===== src/hw/rtl/itar_pkg.sv =====
// Shared types, constants and helpers for the integer-to-text converter.
// Depends on nothing; used by every module of the block.

package itar_pkg;

    localparam int DATA_W         = 32;
    localparam int RADIX_W        = 6;
    localparam int CHAR_W         = 8;
    localparam int DIV_CNT_W      = $clog2(DATA_W);
    localparam int MAX_DIGITS_DEF = 32;

    localparam logic [RADIX_W-1:0] RADIX_MIN   = RADIX_W'(2);
    localparam logic [RADIX_W-1:0] RADIX_MAX   = RADIX_W'(36);
    localparam logic [RADIX_W-1:0] RADIX_DEC   = RADIX_W'(10);
    localparam logic [RADIX_W-1:0] RADIX_RESET = RADIX_W'(10);
    localparam logic [RADIX_W-1:0] DIGIT_MAX   = RADIX_W'(9);

    localparam logic [CHAR_W-1:0] CHAR_ZERO  = 8'h30;
    localparam logic [CHAR_W-1:0] CHAR_LA    = 8'h61;
    localparam logic [CHAR_W-1:0] CHAR_MINUS = 8'h2d;
    localparam logic [CHAR_W-1:0] LETTER_OFS = 8'd10;

    typedef enum logic [2:0] {
        ST_IDLE,
        ST_START,
        ST_DIV,
        ST_SIGN,
        ST_LOAD,
        ST_READ,
        ST_SHOW
    } itar_state_t;

    typedef struct packed {
        logic done;
        logic quot_zero;
    } itar_div_stat_t;

    function automatic logic [CHAR_W-1:0] digit_char(input logic [RADIX_W-1:0] d);
        logic [CHAR_W-1:0] dw;
        dw = CHAR_W'(d);
        if (d > DIGIT_MAX)
            return dw - LETTER_OFS + CHAR_LA;
        else
            return dw + CHAR_ZERO;
    endfunction

endpackage


===== src/hw/rtl/itar_divider.sv =====
// Bit-serial restoring divider: one quotient bit per cycle.
// Depends on itar_pkg.

module itar_divider (
    input  logic                           clk,
    input  logic                           rst_n,
    input  logic                           start,
    input  logic [itar_pkg::DATA_W-1:0]    dividend,
    input  logic [itar_pkg::RADIX_W-1:0]   divisor,
    output logic [itar_pkg::DATA_W-1:0]    quotient,
    output logic [itar_pkg::RADIX_W-1:0]   remainder,
    output itar_pkg::itar_div_stat_t       stat
);
    import itar_pkg::*;

    logic                 busy_reg, busy_next;
    logic                 done_reg, done_next;
    logic [DIV_CNT_W-1:0] cnt_reg, cnt_next;
    logic [DATA_W-1:0]    work_reg, work_next;
    logic [RADIX_W-1:0]   rem_reg, rem_next;

    logic [RADIX_W:0] trial;
    logic [RADIX_W:0] diff;
    logic             fits;

    // The dividend shifts out at the top while quotient bits enter at the bottom.
    assign trial = {rem_reg, work_reg[DATA_W-1]};
    assign diff  = trial - {1'b0, divisor};
    assign fits  = (trial >= {1'b0, divisor});

    always_comb
    begin
        busy_next = busy_reg;
        done_next = 1'b0;
        cnt_next  = cnt_reg;
        work_next = work_reg;
        rem_next  = rem_reg;
        if (start)
        begin
            busy_next = 1'b1;
            cnt_next  = '0;
            work_next = dividend;
            rem_next  = '0;
        end
        else if (busy_reg)
        begin
            work_next = {work_reg[DATA_W-2:0], fits};
            rem_next  = fits ? diff[RADIX_W-1:0] : trial[RADIX_W-1:0];
            cnt_next  = cnt_reg + DIV_CNT_W'(1);
            if (cnt_reg == DIV_CNT_W'(DATA_W - 1))
            begin
                busy_next = 1'b0;
                done_next = 1'b1;
            end
        end
    end

    always_ff @(posedge clk or negedge rst_n)
    begin
        if (!rst_n)
        begin
            busy_reg <= 1'b0;
            done_reg <= 1'b0;
            cnt_reg  <= '0;
        end
        else
        begin
            busy_reg <= busy_next;
            done_reg <= done_next;
            cnt_reg  <= cnt_next;
        end
    end

    always_ff @(posedge clk)
    begin
        work_reg <= work_next;
        rem_reg  <= rem_next;
    end

    assign quotient       = work_reg;
    assign remainder      = rem_reg;
    assign stat.done      = done_reg;
    assign stat.quot_zero = (work_reg == '0);

endmodule


===== src/hw/rtl/itar_digit_store.sv =====
// Character store: one write port and one registered read port.
// Depends on itar_pkg.

module itar_digit_store #(
    parameter int DEPTH = itar_pkg::MAX_DIGITS_DEF,
    parameter int AW    = $clog2(DEPTH)
) (
    input  logic                         clk,
    input  logic                         we,
    input  logic [AW-1:0]                waddr,
    input  logic [itar_pkg::CHAR_W-1:0]  wdata,
    input  logic [AW-1:0]                raddr,
    output logic [itar_pkg::CHAR_W-1:0]  rdata
);
    import itar_pkg::*;

    logic [CHAR_W-1:0] mem [DEPTH];
    logic [CHAR_W-1:0] rdata_reg;

    always_ff @(posedge clk)
    begin
        if (we)
            mem[waddr] <= wdata;
        rdata_reg <= mem[raddr];
    end

    assign rdata = rdata_reg;

endmodule


===== src/hw/rtl/int_to_ascii_radix_core.sv =====
// Top level of the integer-to-text converter: control sequencer, radix register.
// Depends on itar_pkg, itar_divider and itar_digit_store.
//
// Usage: one 32-bit value is taken on the input channel (in_valid/in_ready)
// and its text comes out on the output channel (out_valid/out_ready), one
// character per beat, most significant first, last_char high on the final
// beat. The radix register, which resets to ten, is written with
// radix_we/radix_wdata; the user must write it only while the block is idle,
// as the block itself does not enforce this. Each digit is produced by the
// bit-serial divider: a start step, the shift steps and a hand-over of the
// quotient and remainder. Each character is read from the store through the
// ST_READ and ST_SHOW states. One item is handled at a time; in_ready is
// high only while the block is idle.
// Reset clears the sequencer and sets the radix to ten; the character store
// needs no clearing. When the receiver stalls, the current character and its
// flag hold steady until the beat is taken.

module int_to_ascii_radix_core #(
    parameter int MAX_DIGITS = itar_pkg::MAX_DIGITS_DEF
) (
    input  logic                          clk,
    input  logic                          rst_n,
    input  logic                          radix_we,
    input  logic [itar_pkg::RADIX_W-1:0]  radix_wdata,
    input  logic                          in_valid,
    output logic                          in_ready,
    input  logic signed [itar_pkg::DATA_W-1:0] value,
    output logic                          out_valid,
    input  logic                          out_ready,
    output logic [itar_pkg::CHAR_W-1:0]   character,
    output logic                          last_char
);
    import itar_pkg::*;

    localparam int AW = $clog2(MAX_DIGITS);
    localparam int CW = $clog2(MAX_DIGITS + 1);

    itar_state_t        state_reg, state_next;
    logic [RADIX_W-1:0] radix_reg;
    logic [DATA_W-1:0]  mag_reg, mag_next;
    logic               neg_reg, neg_next;
    logic [CW-1:0]      cnt_reg, cnt_next;
    logic [AW-1:0]      pos_reg, pos_next;

    logic [RADIX_W-1:0] eff_radix;
    logic [DATA_W-1:0]  in_bits;
    logic [CW-1:0]      cnt_dec;
    logic               push_ok;

    logic               div_start;
    logic [DATA_W-1:0]  div_quot;
    logic [RADIX_W-1:0] div_rem;
    itar_div_stat_t     div_stat;

    logic               st_we;
    logic [CHAR_W-1:0]  st_wdata;

    always_comb
    begin
        if (radix_reg < RADIX_MIN)
            eff_radix = RADIX_MIN;
        else if (radix_reg > RADIX_MAX)
            eff_radix = RADIX_MAX;
        else
            eff_radix = radix_reg;
    end

    assign in_bits = DATA_W'(value);
    assign cnt_dec = cnt_reg - CW'(1);
    // Characters beyond the store's depth are dropped; only the low ones stay.
    assign push_ok = (cnt_reg < CW'(MAX_DIGITS));

    always_comb
    begin
        state_next = state_reg;
        mag_next   = mag_reg;
        neg_next   = neg_reg;
        cnt_next   = cnt_reg;
        pos_next   = pos_reg;
        in_ready   = 1'b0;
        out_valid  = 1'b0;
        div_start  = 1'b0;
        st_we      = 1'b0;
        st_wdata   = digit_char(div_rem);
        case (state_reg)
            ST_IDLE:
            begin
                in_ready = 1'b1;
                if (in_valid)
                begin
                    cnt_next = '0;
                    if (eff_radix == RADIX_DEC && in_bits[DATA_W-1])
                    begin
                        neg_next = 1'b1;
                        mag_next = '0 - in_bits;
                    end
                    else
                    begin
                        neg_next = 1'b0;
                        mag_next = in_bits;
                    end
                    state_next = ST_START;
                end
            end
            ST_START:
            begin
                div_start  = 1'b1;
                state_next = ST_DIV;
            end
            ST_DIV:
            begin
                if (div_stat.done)
                begin
                    st_we    = push_ok;
                    mag_next = div_quot;
                    if (push_ok)
                        cnt_next = cnt_reg + CW'(1);
                    state_next = div_stat.quot_zero ? ST_SIGN : ST_START;
                end
            end
            ST_SIGN:
            begin
                st_wdata = CHAR_MINUS;
                if (neg_reg && push_ok)
                begin
                    st_we    = 1'b1;
                    cnt_next = cnt_reg + CW'(1);
                end
                state_next = ST_LOAD;
            end
            ST_LOAD:
            begin
                pos_next   = cnt_dec[AW-1:0];
                state_next = ST_READ;
            end
            ST_READ:
            begin
                // The store's read register catches up with the new position.
                state_next = ST_SHOW;
            end
            ST_SHOW:
            begin
                out_valid = 1'b1;
                if (out_ready)
                begin
                    if (pos_reg == '0)
                        state_next = ST_IDLE;
                    else
                    begin
                        pos_next   = pos_reg - AW'(1);
                        state_next = ST_READ;
                    end
                end
            end
            default:
            begin
                state_next = ST_IDLE;
            end
        endcase
    end

    always_ff @(posedge clk or negedge rst_n)
    begin
        if (!rst_n)
        begin
            state_reg <= ST_IDLE;
            radix_reg <= RADIX_RESET;
            cnt_reg   <= '0;
            neg_reg   <= 1'b0;
            pos_reg   <= '0;
        end
        else
        begin
            state_reg <= state_next;
            cnt_reg   <= cnt_next;
            neg_reg   <= neg_next;
            pos_reg   <= pos_next;
            if (radix_we)
                radix_reg <= radix_wdata;
        end
    end

    always_ff @(posedge clk)
    begin
        mag_reg <= mag_next;
    end

    itar_divider u_div (
        .clk       (clk),
        .rst_n     (rst_n),
        .start     (div_start),
        .dividend  (mag_reg),
        .divisor   (eff_radix),
        .quotient  (div_quot),
        .remainder (div_rem),
        .stat      (div_stat)
    );

    itar_digit_store #(
        .DEPTH (MAX_DIGITS),
        .AW    (AW)
    ) u_store (
        .clk   (clk),
        .we    (st_we),
        .waddr (cnt_reg[AW-1:0]),
        .wdata (st_wdata),
        .raddr (pos_reg),
        .rdata (character)
    );

    assign last_char = (pos_reg == '0);

endmodule


===== config.mk =====
export PLATFORM = sky130hd
export DESIGN_NAME = int_to_ascii_radix_core
export DESIGN_NICKNAME = d
export VERILOG_FILES = /design/src/hw/rtl/itar_pkg.sv /design/src/hw/rtl/itar_divider.sv /design/src/hw/rtl/itar_digit_store.sv /design/src/hw/rtl/int_to_ascii_radix_core.sv
export SDC_FILE = /design/constraint.sdc
export NUM_CORES = 1
export LEC_CHECK = 0
export CAP_MARGIN = 20
export CORE_MARGIN = 5
export CORE_UTILIZATION = 33
export CTS_BUF_LIST = sky130_fd_sc_hd__clkbuf_8 sky130_fd_sc_hd__clkbuf_16
export CTS_CLUSTER_DIAMETER = 40
export DETAILED_ROUTE_END_ITERATION = 10
export DONT_BUFFER_PORTS = 1
export GPL_TIMING_DRIVEN = 0
export PLACE_DENSITY = 0.54
export SYNTH_ARGS = -nofsm -noshare
export SYNTH_HDL_FRONTEND = slang
export SYNTH_SLANG_ARGS = --single-unit

===== constraint.sdc =====
create_clock -name clk -period 3.7 [get_ports clk]
set_input_delay 0.555 -clock clk [delete_from_list [all_inputs] [get_ports clk]]
set_output_delay 0.555 -clock clk [all_outputs]
set_load 0.02 [all_outputs]

[After elaboration in Yosys (flattened, before gate mapping)]
Memory sizes are Yosys's and may differ from the RTL's. A register that Yosys moved wholly into a read port is not among the register bits.
Index checks and enable logic that the tools add are counted.
Cells by class
  multiplexer cells: 42
  order comparisons: 5
  add/sub/neg operators: 9
  reduce and logical (&&, ||, !) cells: 14
  equal/unequal tests: 14
Operators with widths (count)
  two-way mux 32 bit: 5
  case mux 32 bit (2 select lines): 1
  two-way mux 6 bit: 7
  logical NOT 32 bit: 1
  subtractor 1 x 32 -> 32 bit (first input constant): 1
  case mux 3 bit (7 select lines): 1
  two-way mux 5 bit: 4
  case mux 6 bit (3 select lines): 1
  two-way mux 8 bit: 2
  two-way mux 1 bit: 14
  two-way mux 3 bit: 4
  != test 2 bit (second input constant): 5
  case mux 5 bit (2 select lines): 1
  subtractor 5 x 1 -> 5 bit (second input constant): 2
  == test 3 bit (second input constant): 3
  AND reduction 3 bit: 3
  adder 8 x 7 -> 8 bit (second input constant): 1
  adder 6 x 6 -> 7 bit (second input constant): 1
  >= comparator 7 x 6 -> 1 bit: 1
  subtractor 6 x 4 -> 7 bit (second input constant): 1
  adder 6 x 1 -> 6 bit (second input constant): 1
  == test 3 x 2 -> 1 bit (second input constant): 2
  == test 6 x 4 -> 1 bit (second input constant): 1
  > comparator 6 x 4 -> 1 bit (second input constant): 1
  other kinds (17): 20
Storage, ports and cells
  bits in writable memories: 256
  input port bits: 43
  logic and storage cells: 96
  memories: 1
  output and inout port bits: 11
  bits in registers: 98
Memories
  u_store.mem: words 32, width 8, read ports 1, clocked after memory_dff 1, write ports 1, line itar_digit_store.sv:17  | logic [CHAR_W-1:0] mem [DEPTH];

[Logic depth before layout (Yosys ltp)]
  depth in word-level cells: 8
  gate-level depth with buffers: 11
  mapped depth without buffers: 11

[Modules after synthesis]
From an unflattened synthesis, not the netlist that was laid out.
Second synthesis, totals
  cells, all modules: 996
  area total of the unflattened synthesis: 15965.3 um2
By module, submodules not included
  itar_digit_store: seq. area each 7847.5 um2, cells an instance 417, instances 1, area each 10053.4 um2
  int_to_ascii_radix_core: seq. area each 1488.9 um2, cells an instance 396, instances 1, area each 3597.2 um2
  itar_divider: seq. area each 1256.2 um2, cells an instance 183, instances 1, area each 2314.7 um2

[Worst setup path after synthesis]
Ideal clock, no wire load.
  path type: register to register
  start: register u_div.rem_reg[0] (netlist: u_div.remainder[0])
  end: memory u_store.mem[0][2], data pin
  library setup time: 615 ps
  required time: 3085 ps
  arrival time: 3233 ps
  path slack: -149 ps
  cell stages (with the launch flop): 6
  cell sequence: dfxtp_1 inv_1 ha_1 o21bai_1 a21boi_1 o311ai_0
Between the ends
  word-level cells in the longest chain between the ends: 4
  elaborated cells on any way between the ends: 6
  classes of those cells: add/sub (3); order compare (1); mux (2)
RTL lines
  start: declaration: line itar_divider.sv:20  | logic [RADIX_W-1:0] rem_reg, rem_next;
  start signal: assignment: line itar_divider.sv:77  | rem_reg <= rem_next;
  subtractor 6 x 4 -> 7 bit: line itar_pkg.sv:42  | return dw - LETTER_OFS + CHAR_LA;
  adder 8 x 7 -> 8 bit: line itar_pkg.sv:42
  two-way mux 8 bit *: line itar_pkg.sv:41  | if (d > DIGIT_MAX)
  two-way mux 8 bit *: line int_to_ascii_radix_core.sv:85  | case (state_reg)
  via st_wdata[2]: line int_to_ascii_radix_core.sv:56  | logic [CHAR_W-1:0] st_wdata;
  end: declaration: line itar_digit_store.sv:17
The timed path passes the listed nets; every way through them passes the cells marked *.

==> reports/qor.log <==
INFO  power          ir_drop=0.401mV
INFO  outcome        outcome=complete, no violations
INFO  global_route   first_global_vias=9177
INFO  setup_path     regToRegEndpoint=u_store.rdata[3]$_DFF_P_
INFO  floorplan      floorplan.die.height=230µm
INFO  power          total_leakage_power=0.00616µW
INFO  logic_synthesis yosysMostFrequentCell=edfxtp_1
INFO  setup_path     setup.reg_to_reg.worst_slack=0.53ns
INFO  timing         slew-limit-headroom=33.1%
INFO  floorplan      floorplan.die.width=230µm
INFO  cts            ctsRootBufferMaster=clkbuf_16
INFO  global_route   grt_first_pass_wirelength=56600µm
INFO  layout         area_delta_synth_final=16.0%
INFO  timing         hold-worst-slack=0.0906ns
INFO  setup_path     criticalPathCategory=flip-flop to flip-flop
INFO  cts            clkLatencyLatePin=0.56ns
INFO  placement      dp_cells=1681
INFO  logic_synthesis netlist-cell-type-count=60
INFO  setup_path     cp_max_fo=10
INFO  floorplan      die_area=52700µm²
INFO  worst_hold_path worstHoldStart=in_valid
INFO  cts            post_cts.repair.setup_buffers=0
INFO  setup_path     ff2ff_path_depth=5
INFO  logic_synthesis synth.top_cells.by_count=320 x edfxtp_1, 155 x nand2_1, 80 x mux4_2
INFO  global_route   globalRouteTotalUtil=13.8%
INFO  logic_synthesis yosys_warnings=0
INFO  cts            clock_slew_at_the_register_clock_pins_of_the_worst_setup_and_hold_paths=0.06ns
INFO  setup_path     setup.worst_path.end=u_store.rdata[3]$_DFF_P_
INFO  cts            clock_tree.buffer_depth=3
INFO  flow_run       drv_cap=0
INFO  layout         finalNonFillerCells=1768
INFO  logic_synthesis synthesis.instances=1058
INFO  layout         antenna_cells_inserted=0
INFO  layout         post-route-cell-area=18500µm²
INFO  setup_path     crit_arrival=3.60ns
INFO  routing        drt_drc_violations_left=0
INFO  timing         finalSetupViolations=0
INFO  cts            numClockSinks=362
INFO  floorplan      design.core.area=47700µm²
INFO  logic_synthesis synth_area=15900µm²
INFO  layout         design.final.nets=1180
INFO  logic_synthesis synth-seq-cells=362
INFO  global_route   grt_antenna_before_repair=0
INFO  global_route   grt.overflow.total=0
INFO  cts            cts.htree.levels=2
INFO  placement      numPortBuffers=0
INFO  routing        wl_per_cell=20.9µm
INFO  routing        first_pass_drt_iterations=5
INFO  timing         final_period_minus_worst_setup_slack=3.17ns
INFO  setup_path     timing.critical_path.to_type=flip-flop
INFO  setup_path     worst_r2r_startpoint=pos_reg[1]$_DFFE_PN0P_
INFO  timing         finalHoldViolations=0
INFO  floorplan      floorplan.initialDensity=33.3%
INFO  logic_synthesis synth_sequential_area_ratio=66.6%
INFO  layout         largest_reg_flops=256
INFO  placement      place_worst_setup_slack=0.451ns
INFO  cts            cts-buffers-inserted=45
INFO  timing         max_clock_freq=0.316GHz
INFO  setup_path     critical_path_launch_point=pos_reg[1]$_DFFE_PN0P_
INFO  routing        drtAntennaViolNets=0
INFO  logic_synthesis ys_dominant_reg_cell=edfxtp_1
INFO  logic_synthesis synth_top_area_cell=edfxtp_1
INFO  logic_synthesis synth_edf_count=320
INFO  worst_hold_path holdCritPathClass=input pin to flip-flop
INFO  global_route   maximum_number_of_pins_on_one_net_before_global_route_repair=33
INFO  routing        drt_iter0_markers=791
INFO  placement      placedInstanceArea=16800µm²
INFO  power          fin_total_pwr=16600µW
INFO  placement      gp_congestion=0.802
INFO  timing         worstMarginPinSlew=1.00ns
INFO  timing         grt_setup_unrepaired=no
INFO  timing         fin_crit_sh=85.7%
INFO  timing         post-route-worst-setup-slack=0.531ns
INFO  floorplan      floorplan.rows=80
INFO  power          cellPowerDensity=902nW/µm²
INFO  routing        num_vias=9110
INFO  logic_synthesis async_reset_ff_share=7.73%
INFO  logic_synthesis synth.top_cells.by_area=edfxtp_1 60%, mux4_2 11%, dfrtp_1 4.1%
INFO  setup_path     worstSetupStartpointType=flip-flop
INFO  timing         clock_skew=0.0248ns
INFO  logic_synthesis synth_nets=1121
INFO  routing        postRouteWirelength=37000µm
INFO  cts            cts_tree=yes
INFO  floorplan      top_level_ports=54
INFO  logic_synthesis synthesis.area_per_instance=15.0µm²
INFO  setup_path     worstPathRequired=4.13ns
INFO  layout         post_route_cells_drive_above_1_share=18.9%
INFO  routing        drt-vias-per-instance=5.15
INFO  placement      place.detailed.hpwl=25300µm
INFO  timing         drv_slew=0
INFO  logic_synthesis post-synth-top-area-fraction=60.4%
-- how the worst min path moves through the flow --
stage / endpoint / slack [ns] / cells past startpoint
after floorplan: cnt_reg[0]$_DFFE_PN0P_ / 0.26 / 0
after global placement: u_div.cnt_reg[1]$_DFFE_PN0P_ / 0.26 / 0
after CTS: cnt_reg[2]$_DFFE_PN0P_ / 0.06 / 1
after global routing: cnt_reg[3]$_DFFE_PN0P_ / 0.06 / 1
final: cnt_reg[2]$_DFFE_PN0P_ / 0.09 / 1
after detailed placement: u_div.cnt_reg[0]$_DFFE_PN0P_ / 0.26 / 0
-- per-layer routing --
layer / vias to the layer above / wire length (µm) / track usage [%]
met5: - / 0 / 0
met4: 0 / 830 / 3.74
met3: 67 / 2250 / 3.13
met2: 228 / 16900 / 21.2
met1: 4612 / 17000 / 20.0
li1: 4203 / - / -
-- critical path, stage by stage (launching register included) --
cell and delay (ns):
dfrtp_1 0.45, buf_1 0.58, buf_1 0.71, mux4_2 0.48
mux4_2 0.52, mux2_2 0.29
-- final cells by class --
cell class | count | area (µm²)
fill | 4441 | 29300
sequential | 362 | 10600
multi-input combinational | 625 | 5100
clock buffer | 47 | 1150
tap | 615 | 769
clock inverter | 36 | 388
buffer | 53 | 215
timing repair buffer | 12 | 170
inverter | 18 | 67.6
-- through the flow --
step	utilization, %	TNS [ns]
floorplan	-	0
global placement	34.9	-234.94
detailed placement	35.3	0
CTS	38.6	0
global route	38.7	0
finish	38.7	0
-- where the power goes --
group          leakage [µW]  switching [µW]  internal (µW)
Combinational       0.00199            3520           2010
Sequential          0.00339             386           6260
Clock              0.000775            1740           2710
-- cell families after synthesis --
kind of cell | count (synthesis) | share of synthesized area (%)
AO/OA/AOI/OAI | 137 | 5.67
multiplexers | 100 | 12.7
buffers and inverters | 71 | 1.78
adder cells (fa/ha/maj) | 20 | 1.62
flip-flops | 362 | 66.6
AND/OR/NAND/NOR | 324 | 9.22
XOR/XNOR | 44 | 2.42
-- timing repair --
action                    CTS  global route
hold buffers                2             0
gates resized for setup     0             0
hold endpoints to repair   28             0
-- layout by cell type (no fill, tap or decap), types with 11 or more instances in the layout --
| cell type | n |
|---|---|
| nand3_1 | 11 |
| clkbuf_16 | 45 |
| mux2_2 | 14 |
| mux4_2 | 80 |
| inv_1 | 26 |
| dfxtp_1 | 14 |
| ha_1 | 19 |
| nor4_1 | 12 |
| edfxtp_1 | 320 |
| nor3_1 | 12 |
| o31ai_1 | 11 |
| clkbuf_1 | 35 |
| dfrtp_1 | 26 |
| a21oi_1 | 27 |
| xor2_1 | 31 |
| nor2_1 | 74 |
| xnor2_1 | 13 |
| nand2_1 | 154 |
| o21ai_0 | 48 |
Power figures use the tool's default switching activity.
